**config.mk**
```make
export PLATFORM = sky130hd
export DESIGN_NAME = multichannel_rms_peak_meter_top
export DESIGN_NICKNAME = d
export VERILOG_FILES = /design/src/mrpm_pkg.sv /design/src/mrpm_rms_unit.sv /design/src/multichannel_rms_peak_meter_top.sv
export SDC_FILE = /design/constraint.sdc
export NUM_CORES = 2
export LEC_CHECK = 0
export BUFFER_PORTS_ARGS = -buffer_cell sky130_fd_sc_hd__buf_2
export CAP_MARGIN = 25
export CORE_ASPECT_RATIO = 0.8
export CORE_MARGIN = 2
export CORE_UTILIZATION = 50
export CTS_CLUSTER_DIAMETER = 40
export DETAILED_ROUTE_END_ITERATION = 7
export PLACE_DENSITY = 0.66
export SETUP_SLACK_MARGIN = 0.15
export SLEW_MARGIN = 25
export SYNTH_ARGS = -nofsm -noshare
export SYNTH_HDL_FRONTEND = slang
export SYNTH_SLANG_ARGS = --single-unit
```
**constraint.sdc**
```tcl
create_clock -name clk -period 15.85 [get_ports clk]
set_clock_uncertainty 0.1 [all_clocks]
set_input_delay 2.3775 -clock clk [delete_from_list [all_inputs] [get_ports clk]]
set_output_delay 2.3775 -clock clk [all_outputs]
set_load 0.005 [all_outputs]
```
**src/mrpm_pkg.sv**
```systemverilog
// mrpm_pkg: shared types and constants of the multichannel rms and peak meter
// no dependencies
`timescale 1ns / 1ps
`default_nettype none
package mrpm_pkg;

	localparam int unsigned MAX_CHANNELS = 8;
	localparam int unsigned SAMPLE_BITS  = 24;

	localparam int unsigned SUM_W   = 64;
	localparam int unsigned FRAME_W = 48;
	localparam int unsigned WIN_W   = 18;
	localparam int unsigned OUT_W   = 24;

	typedef enum logic [1:0] {
		FUNC_SAMPLE    = 2'd0,
		FUNC_RST_RMS   = 2'd1,
		FUNC_RST_PEAK  = 2'd2,
		FUNC_UNUSED    = 2'd3
	} func_t;

	localparam logic CFG_NUM_CHANNELS  = 1'b0;
	localparam logic CFG_WINDOW_FRAMES = 1'b1;

	typedef struct packed {
		logic [1:0]  func;
		logic [2:0]  channel;
		logic [23:0] sample;
	} in_item_t;

	typedef struct packed {
		logic [2:0]  report_channel;
		logic [23:0] average_rms;
		logic [23:0] window_rms;
		logic [23:0] absolute_peak;
		logic [23:0] window_peak;
		logic        last_report;
	} out_item_t;

	// sequencer states
	typedef enum logic [3:0] {
		ST_IDLE,
		ST_CLEAR,
		ST_RD,
		ST_UPD,
		ST_RPT_RD,
		ST_RPT_DIV,
		ST_RPT_SQRT,
		ST_RPT_OUT
	} state_t;

	// request to the divide / root unit
	typedef struct packed {
		logic                start;
		logic [SUM_W-1:0]    num;
		logic [FRAME_W-1:0]  den;
	} rms_req_t;

	typedef struct packed {
		logic              done;
		logic [OUT_W-1:0]  root;
	} rms_rsp_t;

endpackage
`default_nettype wire

```
**src/mrpm_rms_unit.sv**
```systemverilog
// mrpm_rms_unit: iterative floor(sqrt(floor(num / den))) with full-scale clamp
// depends on mrpm_pkg
`timescale 1ns / 1ps
`default_nettype none
module mrpm_rms_unit (
	input  wire logic              clk,
	input  wire logic              arst_n,
	input  wire mrpm_pkg::rms_req_t req,
	output mrpm_pkg::rms_rsp_t      rsp
);
	localparam int unsigned SW = mrpm_pkg::SUM_W;
	localparam int unsigned FW = mrpm_pkg::FRAME_W;
	localparam logic [SW-1:0] FULL = SW'(1) << (mrpm_pkg::SAMPLE_BITS - 1);

	typedef enum logic [1:0] {U_IDLE, U_DIV, U_SQRT} ustate_t;

	ustate_t         st_q;
	logic [6:0]      cnt_q;
	logic [SW-1:0]   quo_q;
	logic [FW:0]     rem_q;
	logic [FW-1:0]   den_q;
	logic [SW-1:0]   res_q;
	logic [SW-1:0]   val_q;
	logic [SW-1:0]   bit_q;
	logic            zero_q;
	logic            done_q;

	// restoring divide step, one quotient bit a cycle
	logic [FW:0]   rem_sh;
	logic          take;
	assign rem_sh = {rem_q[FW-1:0], quo_q[SW-1]};
	assign take   = rem_sh >= {1'b0, den_q};

	// root step, two bits of radicand a cycle
	logic [SW-1:0] trial;
	assign trial = res_q + bit_q;

	always_ff @(posedge clk or negedge arst_n) begin
		if (!arst_n) begin
			st_q   <= U_IDLE;
			done_q <= 1'b0;
			cnt_q  <= '0;
			quo_q  <= '0;
			rem_q  <= '0;
			den_q  <= '0;
			res_q  <= '0;
			val_q  <= '0;
			bit_q  <= '0;
			zero_q <= 1'b0;
		end else begin
			done_q <= 1'b0;
			case (st_q)
				U_IDLE: begin
					if (req.start) begin
						quo_q  <= req.num;
						rem_q  <= '0;
						den_q  <= req.den;
						zero_q <= (req.den == '0);
						cnt_q  <= 7'(SW);
						st_q   <= U_DIV;
					end
				end
				U_DIV: begin
					rem_q <= take ? rem_sh - {1'b0, den_q} : rem_sh;
					quo_q <= {quo_q[SW-2:0], take};
					cnt_q <= cnt_q - 7'd1;
					if (cnt_q == 7'd1) begin
						val_q <= {quo_q[SW-2:0], take};
						res_q <= '0;
						bit_q <= SW'(1) << (SW - 2);
						cnt_q <= 7'(SW / 2);
						st_q  <= U_SQRT;
					end
				end
				U_SQRT: begin
					if (val_q >= trial) begin
						val_q <= val_q - trial;
						res_q <= (res_q >> 1) + bit_q;
					end else begin
						res_q <= res_q >> 1;
					end
					bit_q <= bit_q >> 2;
					cnt_q <= cnt_q - 7'd1;
					if (cnt_q == 7'd1) begin
						done_q <= 1'b1;
						st_q   <= U_IDLE;
					end
				end
				default: st_q <= U_IDLE;
			endcase
		end
	end

	logic [SW-1:0] clamped;
	assign clamped = zero_q ? '0 : ((res_q > FULL) ? FULL : res_q);
	assign rsp.done = done_q;
	assign rsp.root = clamped[mrpm_pkg::OUT_W-1:0];

	a_done_from_sqrt: assert property (@(posedge clk) disable iff (!arst_n)
		done_q |-> $past(st_q) == U_SQRT)
		else $error("rms unit done without root pass");
	a_no_restart: assert property (@(posedge clk) disable iff (!arst_n)
		(st_q != U_IDLE) |=> !(done_q && st_q == U_DIV))
		else $error("rms unit restarted while busy");
	a_clamp: assert property (@(posedge clk) disable iff (!arst_n)
		done_q |=> 1'b1 ##0 ($past(clamped) <= FULL))
		else $error("rms result above full scale");
endmodule
`default_nettype wire

```
**src/multichannel_rms_peak_meter_top.sv**
```systemverilog
// multichannel_rms_peak_meter_top: per-channel rms and peak meter, state in one memory
// depends on mrpm_pkg and mrpm_rms_unit
//
// channel  dir  handshake        payload
// in       in   in_valid/stall   mrpm_pkg::in_item_t
// out      out  out_valid/stall  mrpm_pkg::out_item_t
// cfg      in   cfg_valid/ready  cfg_index, cfg_data
//
// a sample goes through accept, memory read, then update and write back; a command
// sweeps MAX_CHANNELS entries read then write. a window end adds per channel a read,
// two passes of start, divide, root and handoff on the shared rms unit, then the
// output load, which waits while a report is stalled. after the last report a sweep
// clears every window entry. after reset a clearing pass zeroes the memory.
`timescale 1ns / 1ps
`default_nettype none
module multichannel_rms_peak_meter_top (
	input  wire logic                  clk,
	input  wire logic                  arst_n,
	input  wire logic                  in_valid,
	output logic                       in_stall,
	input  wire mrpm_pkg::in_item_t    in_data,
	output logic                       out_valid,
	input  wire logic                  out_stall,
	output mrpm_pkg::out_item_t        out_data,
	input  wire logic                  cfg_valid,
	output logic                       cfg_ready,
	input  wire logic                  cfg_index,
	input  wire logic [17:0]           cfg_data
);
	localparam int unsigned MAX_CHANNELS = mrpm_pkg::MAX_CHANNELS;
	localparam int unsigned SAMPLE_BITS  = mrpm_pkg::SAMPLE_BITS;
	localparam int unsigned SW = mrpm_pkg::SUM_W;
	localparam int unsigned FW = mrpm_pkg::FRAME_W;
	localparam int unsigned WW = mrpm_pkg::WIN_W;
	localparam int unsigned AW = (MAX_CHANNELS > 1) ? $clog2(MAX_CHANNELS) : 1;
	localparam int unsigned PW = mrpm_pkg::OUT_W;

	typedef struct packed {
		logic [SW-1:0] tot;
		logic [SW-1:0] win;
		logic [PW-1:0] pk;
		logic [PW-1:0] pkw;
	} entry_t;

	// state memory, one entry per channel
	entry_t mem [MAX_CHANNELS];
	entry_t rd_s1;
	logic           we;
	logic [AW-1:0]  waddr, raddr;
	entry_t         wdata;

	always_ff @(posedge clk) begin
		if (we) mem[waddr] <= wdata;
		rd_s1 <= mem[raddr];
	end

	// configuration
	logic [3:0]    nch_q;
	logic [WW-1:0] wlen_q;
	assign cfg_ready = 1'b1;
	always_ff @(posedge clk or negedge arst_n) begin
		if (!arst_n) begin
			nch_q  <= 4'd2;
			wlen_q <= WW'(3043);
		end else if (cfg_valid) begin
			unique case (cfg_index)
				mrpm_pkg::CFG_NUM_CHANNELS:  nch_q  <= cfg_data[3:0];
				mrpm_pkg::CFG_WINDOW_FRAMES: wlen_q <= cfg_data;
				default: ;
			endcase
		end
	end

	logic [5:0]    nc;
	logic [WW-1:0] wl;
	assign nc = (nch_q == 4'd0) ? 6'd1 :
		((32'(nch_q) > MAX_CHANNELS) ? 6'(MAX_CHANNELS) : 6'(nch_q));
	assign wl = (wlen_q == '0) ? WW'(1) : wlen_q;

	mrpm_pkg::state_t st_q, st_d;
	logic [AW:0]      idx_q;
	mrpm_pkg::in_item_t item_q;
	logic [FW-1:0]    ftot_q;
	logic [WW-1:0]    wcnt_q;
	logic [PW-1:0]    avg_q;
	logic [PW-1:0]    wrms_q;
	logic             ovld_q;
	logic             rms_phase_q;
	mrpm_pkg::rms_req_t req;
	mrpm_pkg::rms_rsp_t rsp;

	mrpm_rms_unit u_rms (
		.clk(clk), .arst_n(arst_n), .req(req), .rsp(rsp)
	);

	// sample magnitude and square
	logic [SAMPLE_BITS-1:0] raw;
	logic [PW-1:0]          mag;
	logic [2*PW-1:0]        sq_p;
	logic [SW-1:0]          sq;
	assign raw = item_q.sample;
	always_comb begin
		logic [SAMPLE_BITS-1:0] neg;
		neg = ~raw + 1'b1;
		if (raw[SAMPLE_BITS-1]) mag = (neg == '0) ? PW'(1 << (SAMPLE_BITS-1)) : PW'(neg);
		else mag = PW'(raw);
	end
	assign sq_p = mag * mag;
	assign sq = SW'(sq_p);

	logic [AW-1:0] ch;
	assign ch = item_q.channel[AW-1:0];
	logic [SW:0] tsum, wsum;
	assign tsum = {1'b0, rd_s1.tot} + {1'b0, sq};
	assign wsum = {1'b0, rd_s1.win} + {1'b0, sq};
	logic last_ch;
	assign last_ch = (6'(item_q.channel) == nc - 6'd1);
	logic [WW-1:0] wcnt_inc;
	assign wcnt_inc = (wcnt_q == '1) ? wcnt_q : wcnt_q + 1'b1;

	assign in_stall = (st_q != mrpm_pkg::ST_IDLE);
	logic acc;
	assign acc = in_valid && !in_stall;

	// sequencer
	always_comb begin
		st_d  = st_q;
		we    = 1'b0;
		waddr = idx_q[AW-1:0];
		raddr = idx_q[AW-1:0];
		wdata = rd_s1;
		req.start = 1'b0;
		req.num = rd_s1.tot;
		req.den = ftot_q;
		unique case (st_q)
			mrpm_pkg::ST_IDLE: begin
				raddr = in_data.channel[AW-1:0];
				if (acc) begin
					if (in_data.func == mrpm_pkg::FUNC_RST_RMS ||
						in_data.func == mrpm_pkg::FUNC_RST_PEAK) st_d = mrpm_pkg::ST_CLEAR;
					else if (in_data.func == mrpm_pkg::FUNC_SAMPLE &&
						6'(in_data.channel) < nc) st_d = mrpm_pkg::ST_RD;
				end
			end
			mrpm_pkg::ST_CLEAR: begin
				// reset clearing pass, command sweep or window sweep, read then write
				raddr = idx_q[AW-1:0];
				st_d = mrpm_pkg::ST_CLEAR;
				if (rms_phase_q) begin
					we = 1'b1;
					waddr = idx_q[AW-1:0] - 1'b1;
					wdata = rd_s1;
					if (item_q.func == mrpm_pkg::FUNC_RST_RMS) wdata.tot = '0;
					else if (item_q.func == mrpm_pkg::FUNC_RST_PEAK) wdata.pk = '0;
					else if (item_q.func == mrpm_pkg::FUNC_SAMPLE) begin
						wdata.win = '0;
						wdata.pkw = '0;
					end
					else wdata = '0;
				end
				if (rms_phase_q && 32'(idx_q) == MAX_CHANNELS) st_d = mrpm_pkg::ST_IDLE;
			end
			mrpm_pkg::ST_RD: begin
				raddr = ch;
				st_d = mrpm_pkg::ST_UPD;
			end
			mrpm_pkg::ST_UPD: begin
				we = 1'b1;
				waddr = ch;
				wdata.tot = tsum[SW] ? '1 : tsum[SW-1:0];
				wdata.win = wsum[SW] ? '1 : wsum[SW-1:0];
				wdata.pk  = (mag > rd_s1.pk) ? mag : rd_s1.pk;
				wdata.pkw = (mag > rd_s1.pkw) ? mag : rd_s1.pkw;
				st_d = (last_ch && wcnt_inc >= wl) ? mrpm_pkg::ST_RPT_RD
					: mrpm_pkg::ST_IDLE;
			end
			mrpm_pkg::ST_RPT_RD: begin
				raddr = idx_q[AW-1:0];
				st_d = mrpm_pkg::ST_RPT_DIV;
			end
			mrpm_pkg::ST_RPT_DIV: begin
				req.start = 1'b1;
				req.num = rms_phase_q ? rd_s1.win : rd_s1.tot;
				req.den = rms_phase_q ? FW'(wcnt_q) : ftot_q;
				st_d = mrpm_pkg::ST_RPT_SQRT;
			end
			mrpm_pkg::ST_RPT_SQRT: begin
				if (rsp.done) st_d = rms_phase_q ? mrpm_pkg::ST_RPT_OUT
					: mrpm_pkg::ST_RPT_DIV;
			end
			mrpm_pkg::ST_RPT_OUT: begin
				if (!ovld_q || !out_stall) begin
					we = 1'b1;
					waddr = idx_q[AW-1:0];
					wdata.win = '0;
					wdata.pkw = '0;
					st_d = (6'(idx_q) + 6'd1 == nc) ? mrpm_pkg::ST_CLEAR
						: mrpm_pkg::ST_RPT_RD;
				end
			end
			default: st_d = mrpm_pkg::ST_IDLE;
		endcase
	end

	always_ff @(posedge clk or negedge arst_n) begin
		if (!arst_n) st_q <= mrpm_pkg::ST_CLEAR;
		else st_q <= st_d;
	end

	// output register valid
	logic out_load;
	assign out_load = (st_q == mrpm_pkg::ST_RPT_OUT) && (!ovld_q || !out_stall);
	always_ff @(posedge clk or negedge arst_n) begin
		if (!arst_n) ovld_q <= 1'b0;
		else if (out_load) ovld_q <= 1'b1;
		else if (!out_stall) ovld_q <= 1'b0;
	end

	// control registers
	always_ff @(posedge clk or negedge arst_n) begin
		if (!arst_n) begin
			idx_q       <= '0;
			rms_phase_q <= 1'b0;
			ftot_q      <= '0;
			wcnt_q      <= '0;
			avg_q       <= '0;
			wrms_q      <= '0;
			out_data    <= '0;
			item_q      <= '{func: mrpm_pkg::FUNC_UNUSED, channel: '0, sample: '0};
		end else begin
			unique case (st_q)
				mrpm_pkg::ST_IDLE: begin
					if (acc) begin
						item_q      <= in_data;
						idx_q       <= '0;
						rms_phase_q <= 1'b0;
						if (in_data.func == mrpm_pkg::FUNC_RST_RMS) ftot_q <= '0;
					end
				end
				mrpm_pkg::ST_CLEAR: begin
					idx_q <= idx_q + 1'b1;
					rms_phase_q <= 1'b1;
				end
				mrpm_pkg::ST_UPD: begin
					if (last_ch) begin
						if (ftot_q != '1) ftot_q <= ftot_q + 1'b1;
						wcnt_q <= wcnt_inc;
					end
					idx_q <= '0;
					rms_phase_q <= 1'b0;
				end
				mrpm_pkg::ST_RPT_SQRT: begin
					if (rsp.done) begin
						if (!rms_phase_q) avg_q <= rsp.root;
						else wrms_q <= rsp.root;
						rms_phase_q <= ~rms_phase_q;
					end
				end
				mrpm_pkg::ST_RPT_OUT: begin
					if (!ovld_q || !out_stall) begin
						out_data.report_channel <= 3'(idx_q);
						out_data.average_rms    <= avg_q;
						out_data.window_rms     <= wrms_q;
						out_data.absolute_peak  <= rd_s1.pk;
						out_data.window_peak    <= rd_s1.pkw;
						out_data.last_report    <= (6'(idx_q) + 6'd1 == nc);
						if (6'(idx_q) + 6'd1 == nc) begin
							wcnt_q <= '0;
							idx_q  <= '0;
						end else begin
							idx_q <= idx_q + 1'b1;
						end
					end
				end
				default: ;
			endcase
		end
	end
	assign out_valid = ovld_q;

	a_no_accept_busy: assert property (@(posedge clk) disable iff (!arst_n)
		(st_q != mrpm_pkg::ST_IDLE) |-> in_stall)
		else $error("input taken while busy");
	a_out_only_report: assert property (@(posedge clk) disable iff (!arst_n)
		$rose(ovld_q) |-> $past(st_q) == mrpm_pkg::ST_RPT_OUT)
		else $error("report raised outside report state");
	a_win_reset: assert property (@(posedge clk) disable iff (!arst_n)
		($past(st_q) == mrpm_pkg::ST_RPT_OUT && st_q == mrpm_pkg::ST_CLEAR) |->
		wcnt_q == '0)
		else $error("window count not cleared after reports");
endmodule
`default_nettype wire

```
; Word level (Yosys, flattened, before mapping)
; Memories as Yosys holds them, arrays and structs flattened. A register that Yosys moved wholly into a read port is not among the register bits.
; Cells that the tools add are included.
[classes]
multipliers = 1
addsub = 14
n_lt_le_gt_ge = 8
reduce_logical = 43
eq_ne = 32
muxes = 87
bitwise_logic = 3
[op_table]
columns = operator, count
row1 = $mux W64, 12
row2 = $pmux W64 S2, 5
row3 = $mux W48, 7
row4 = $mux W24, 10
row5 = $pmux W48 S2, 2
row6 = $pmux W64 S3, 1
row7 = $mux W176, 1
row8 = $add A64 B48 Y65, 2
row9 = $mux W128, 1
row10 = $mux W113, 1
row11 = $mux W112, 1
row12 = $mux W18, 5
row13 = $pmux W24 S3, 1
row14 = $add A63 B64 Y64, 1
row15 = $add A64 B64 Y64, 1
row16 = $ge A64 B64 Y1, 1
row17 = $gt A64 B24 Y1 const B, 1
row18 = $sub A64 B64 Y64, 1
row19 = $ge A49 B48 Y1, 1
row20 = $add A48 B1 Y48 const B, 1
row21 = $gt A24 B24 Y1, 2
row22 = $logic_not A48 Y1, 1
row23 = $mul A24 B24 Y48, 1
row24 = $ne A48 B48 Y1 const B, 1
row25 = 54 further kinds, 127
[totals]
elab_cells = 218
ramBits = 1408
ff_bits = 638
memories = 1
inputBits = 53
[mem_list]
columns = memory, words, word_bits, read_ports, rd_ports_with_merged_regs, write_ports, line
row1 = mem, 8, 176, 1, 1, 1, multichannel_rms_peak_meter_top.sv:46  ; entry_t mem [MAX_CHANNELS];

; Longest topological paths before layout
[depth]
depth_word = 9
ltp_mapped = 55
ltp_nobuf = 51

; By module
; Synthesis repeated with hierarchy kept, for this count alone.
[hier_totals]
hier_cells = 9981
hier_area_um2 = 120899.7
[by_module_without_submodules]
columns = module, area_each_um2, cells_per_inst, seq_area_each_um2, instances
row1 = multichannel_rms_peak_meter_top, 95576.7, 6973, 52675.5, 1
row2 = mrpm_rms_unit, 25323.0, 3008, 8282.9, 1

; Worst setup path after synthesis
; Ideal clock, no wire load.
[synth_path]
path_type = input port to flip-flop
start = input out_stall
end = memory mem[5][0] (netlist name), enable pin
arrival_ps = 14823
slack_ps = 0
setup_ps = 927
path_stages = 5
path_cell_list = nand2_1 > nand4_1 > nor2_1 > a221oi_1 > nor3_1
[synth_between]
elab_chain_len = 6
[synth_rtl]
columns = element, line
row1 = start: declaration, multichannel_rms_peak_meter_top.sv:23  ; input wire logic out_stall,
row2 = $logic_not A1 Y1, multichannel_rms_peak_meter_top.sv:192  ; if (!ovld_q || !out_stall) begin
row3 = $logic_or A1 B1 Y1, multichannel_rms_peak_meter_top.sv:192
row4 = $mux W1, multichannel_rms_peak_meter_top.sv:192
row5 = $pmux W1 S3, multichannel_rms_peak_meter_top.sv:135  ; unique case (st_q)
row6 = $mux W1, multichannel_rms_peak_meter_top.sv:53  ; if (we) mem[waddr] <= wdata;
row7 = $mux W1 (implied by the code), multichannel_rms_peak_meter_top.sv:53
row8 = end: declaration, multichannel_rms_peak_meter_top.sv:46
; No other way between the ends.

==> qor.csv <==
metric;value;unit
outcome;finished, final reports clean;
final_cell_mix;1408 x edfxtp_1, 1234 x nand2_1, 820 x inv_1;
clkSlewWorstSetupHoldPaths;0.06;ns
slowest_delay;0.80;ns
dieArea;245000;µm²
rows;161;
cts-root-buf;clkbuf_16;
die_h;443;µm
timing.setup.tns;0;ns
drv_cap;0;
crit_slowest_cell;a211oi_1;
wl_per_cell;23.9;µm
yosysTopAreaCellShare;35.1;%
fin_area;135000;µm²
grt_use_total;26.4;%
slew_headroom;24.9;%
place_area;125000;µm²
cts_buffers;296;
slew_viol_final;0;
synthArstFlopShare;27.6;%
synth-edff-count;1408;
io_buffer_count;154;
drive_gt1_share;14.2;%
htreeDepth;5;
endpoint_kind;register;
clk_latency;0.90;ns
setup_violations;0;
yosysWarnings;0;
clock_path_buffers;4;
cts.sinks;2189;
die_x;553;µm
cp.arrival;15.29;ns
min_period_over_period;93.6;%
antenna_left;0;
nets;11300;
fp.coreArea;240000;µm²
min_period;14.84;ns
grtUsageMet1;39.2;%
viasPerCell;6.00;
rrSetupSlack;1.01;ns
dp_cells;13100;
synth-seq-area-share;50.6;%
drt_iter0_markers;8457;
drtPass1Iterations;6;
required;16.30;ns
yosysTopAreaCell;edfxtp_1;
fmax;67.4;MHz
drcViolationCount;0;
grt_pass1_wl;497000;µm
synth_top_flop_cell;edfxtp_1;
hpwl;224000;µm
layout_commonest_cell;edfxtp_1;
grt_pass1_vias;80600;
syn_avg_cell_area;11.9;µm²
finalCoreUtilization;56.2;%
final_cells;13700;
syn_area;120000;µm²
grt-busiest-layer;met1;
synth-seq-cells;2189;
routed_wl;327000;µm
cts_tree;yes;
areaGrowthSynthToFinish;12.1;%
hp-class;reg2reg;
synth.top_cells.by_area;edfxtp_1 35%, dfrtp_1 12%, fa_1 7.1%;
synth_cell_type_count;98;
grt_start_max_net_pins;158;
vias;82000;
grt.overflow.total;0;
grt_util_met2;38.7;%
tightest_slew;1.10;ns
initial_core_util;50.1;%
synth_cells;10200;
place_congestion;0.926;
antenna_found_initial;11;
path_max_fanout;15;
path_class;reg2reg;
cp_common_cell;fa_1;
setup.worst_path.start_class;register;
rsz0062_at_grt;no;
io_pins;156;
use_met3;6.25;%
hold_viol_final;0;
[per-stage QoR]
stage	worst slack (ns)	hold WS [ns]
after detailed placement	1.12	0.355
after floorplan	0.000283	0.330
after global placement	1.59	0.351
after global routing	0.255	0.386
final	1.01	0.359
after CTS	1.04	0.365
[flip-flops by register name (all words and copies together) (netlist names), 2 cells and up]
| signal | cells |
|---|---|
| avg_q | 24 |
| ch | 3 |
| ftot_q | 48 |
| idx_q | 4 |
| item_q | 2 |
| mem | 1408 |
| nch_q | 4 |
| out_data | 100 |
| raw | 24 |
| rd_s1 | 176 |
| st_q | 3 |
| u_rms.bit_q | 32 |
| u_rms.cnt_q | 7 |
| u_rms.den_q | 48 |
| u_rms.quo_q | 64 |
| u_rms.rem_q | 48 |
| u_rms.res_q | 64 |
| u_rms.st_q | 2 |
| u_rms.val_q | 64 |
| wcnt_q | 18 |
| wlen_q | 18 |
| wrms_q | 24 |
[what timing repair did]
item | 4_1_cts | 5_1_grt
setup buffers | 0 | 0
resized for setup | 0 | 1
hold buffers | 0 | 0
setup endpoints to repair | 0 | 66
[worst max-delay path, delay by kind of cell (launching register included)]
kind | cells | cell delay (ns)
adders and majority gates | 10 | 4.28
AOI/OAI and AO/OA | 13 | 4.28
and+or+nand+nor | 14 | 3.84
buffers and inverters | 7 | 0.91
muxes | 1 | 0.54
DFF | 1 | 0.40
xor gates and xnor gates | 1 | 0.17
[final cells by class]
class                   instances  area, µm²
multi-input cells            6649      54900
clock inverters               194       2360
clock buffers                 345       7760
fillers                     19600     105000
diodes                          3       7.51
repair buffers                288       1840
well taps                    3178       3980
flip-flops and latches       2189      61000
inverters                     827       3100
[cells by family after synthesis]
logic type	synth area share [%]
and+or+nand+nor	9.24
DFF	50.6
AOI/OAI and AO/OA	9.78
buffers and inverters	4.20
adders and majority gates	12.6
muxes	10.3
xor gates and xnor gates	3.20
other	0.00624
[Yosys cell counts, drive strengths merged, types with 33 or more instances]
cell type	number
o21a	36
edfxtp	1408
nand3	146
nand2	1238
ha	533
clkbuf	432
dfxtp	176
dfrtp	593
fa	425
nor2b	51
and3	69
a21oi	493
a31oi	117
a21o	152
buf	77
o21bai	60
o31ai	34
nand2b	58
nor2	554
nor4	56
a22o	63
or3	37
inv	824
o211ai	34
xor2	207
a211oi	33
mux2	228
mux4	352
mux2i	194
nor3	93
xnor2	233
o21ai	719
nand4	100
[path summary, 6_finish.rpt]
path	from	to	cells past startpoint
max in group asynchronous	arst_n	out_data[45]$_DFFE_PN0P_	4
min in group asynchronous	arst_n	u_rms.rem_q[34]$_DFFE_PN0P_	1
worst min register to register	wrms_q[8]$_DFFE_PN0P_	out_data[57]$_DFFE_PN0P_	2
worst max register to register	raw[0]$_DFFE_PN0P_	mem[3][173]$_DFFE_PP_	46
worst min-delay path	wrms_q[8]$_DFFE_PN0P_	out_data[57]$_DFFE_PN0P_	2
worst max-delay path	raw[0]$_DFFE_PN0P_	mem[3][173]$_DFFE_PP_	46
[per-layer routing]
layer,part of all wire (%),vias to the layer above
met1,44,41400
met5,0.026,-
met3,9.9,505
li1,-,36700
met4,2.6,6
met2,43,3361
Power is not shown: default switching activity piles up to over one toggle a cycle in this logic, so the estimate is an artifact.
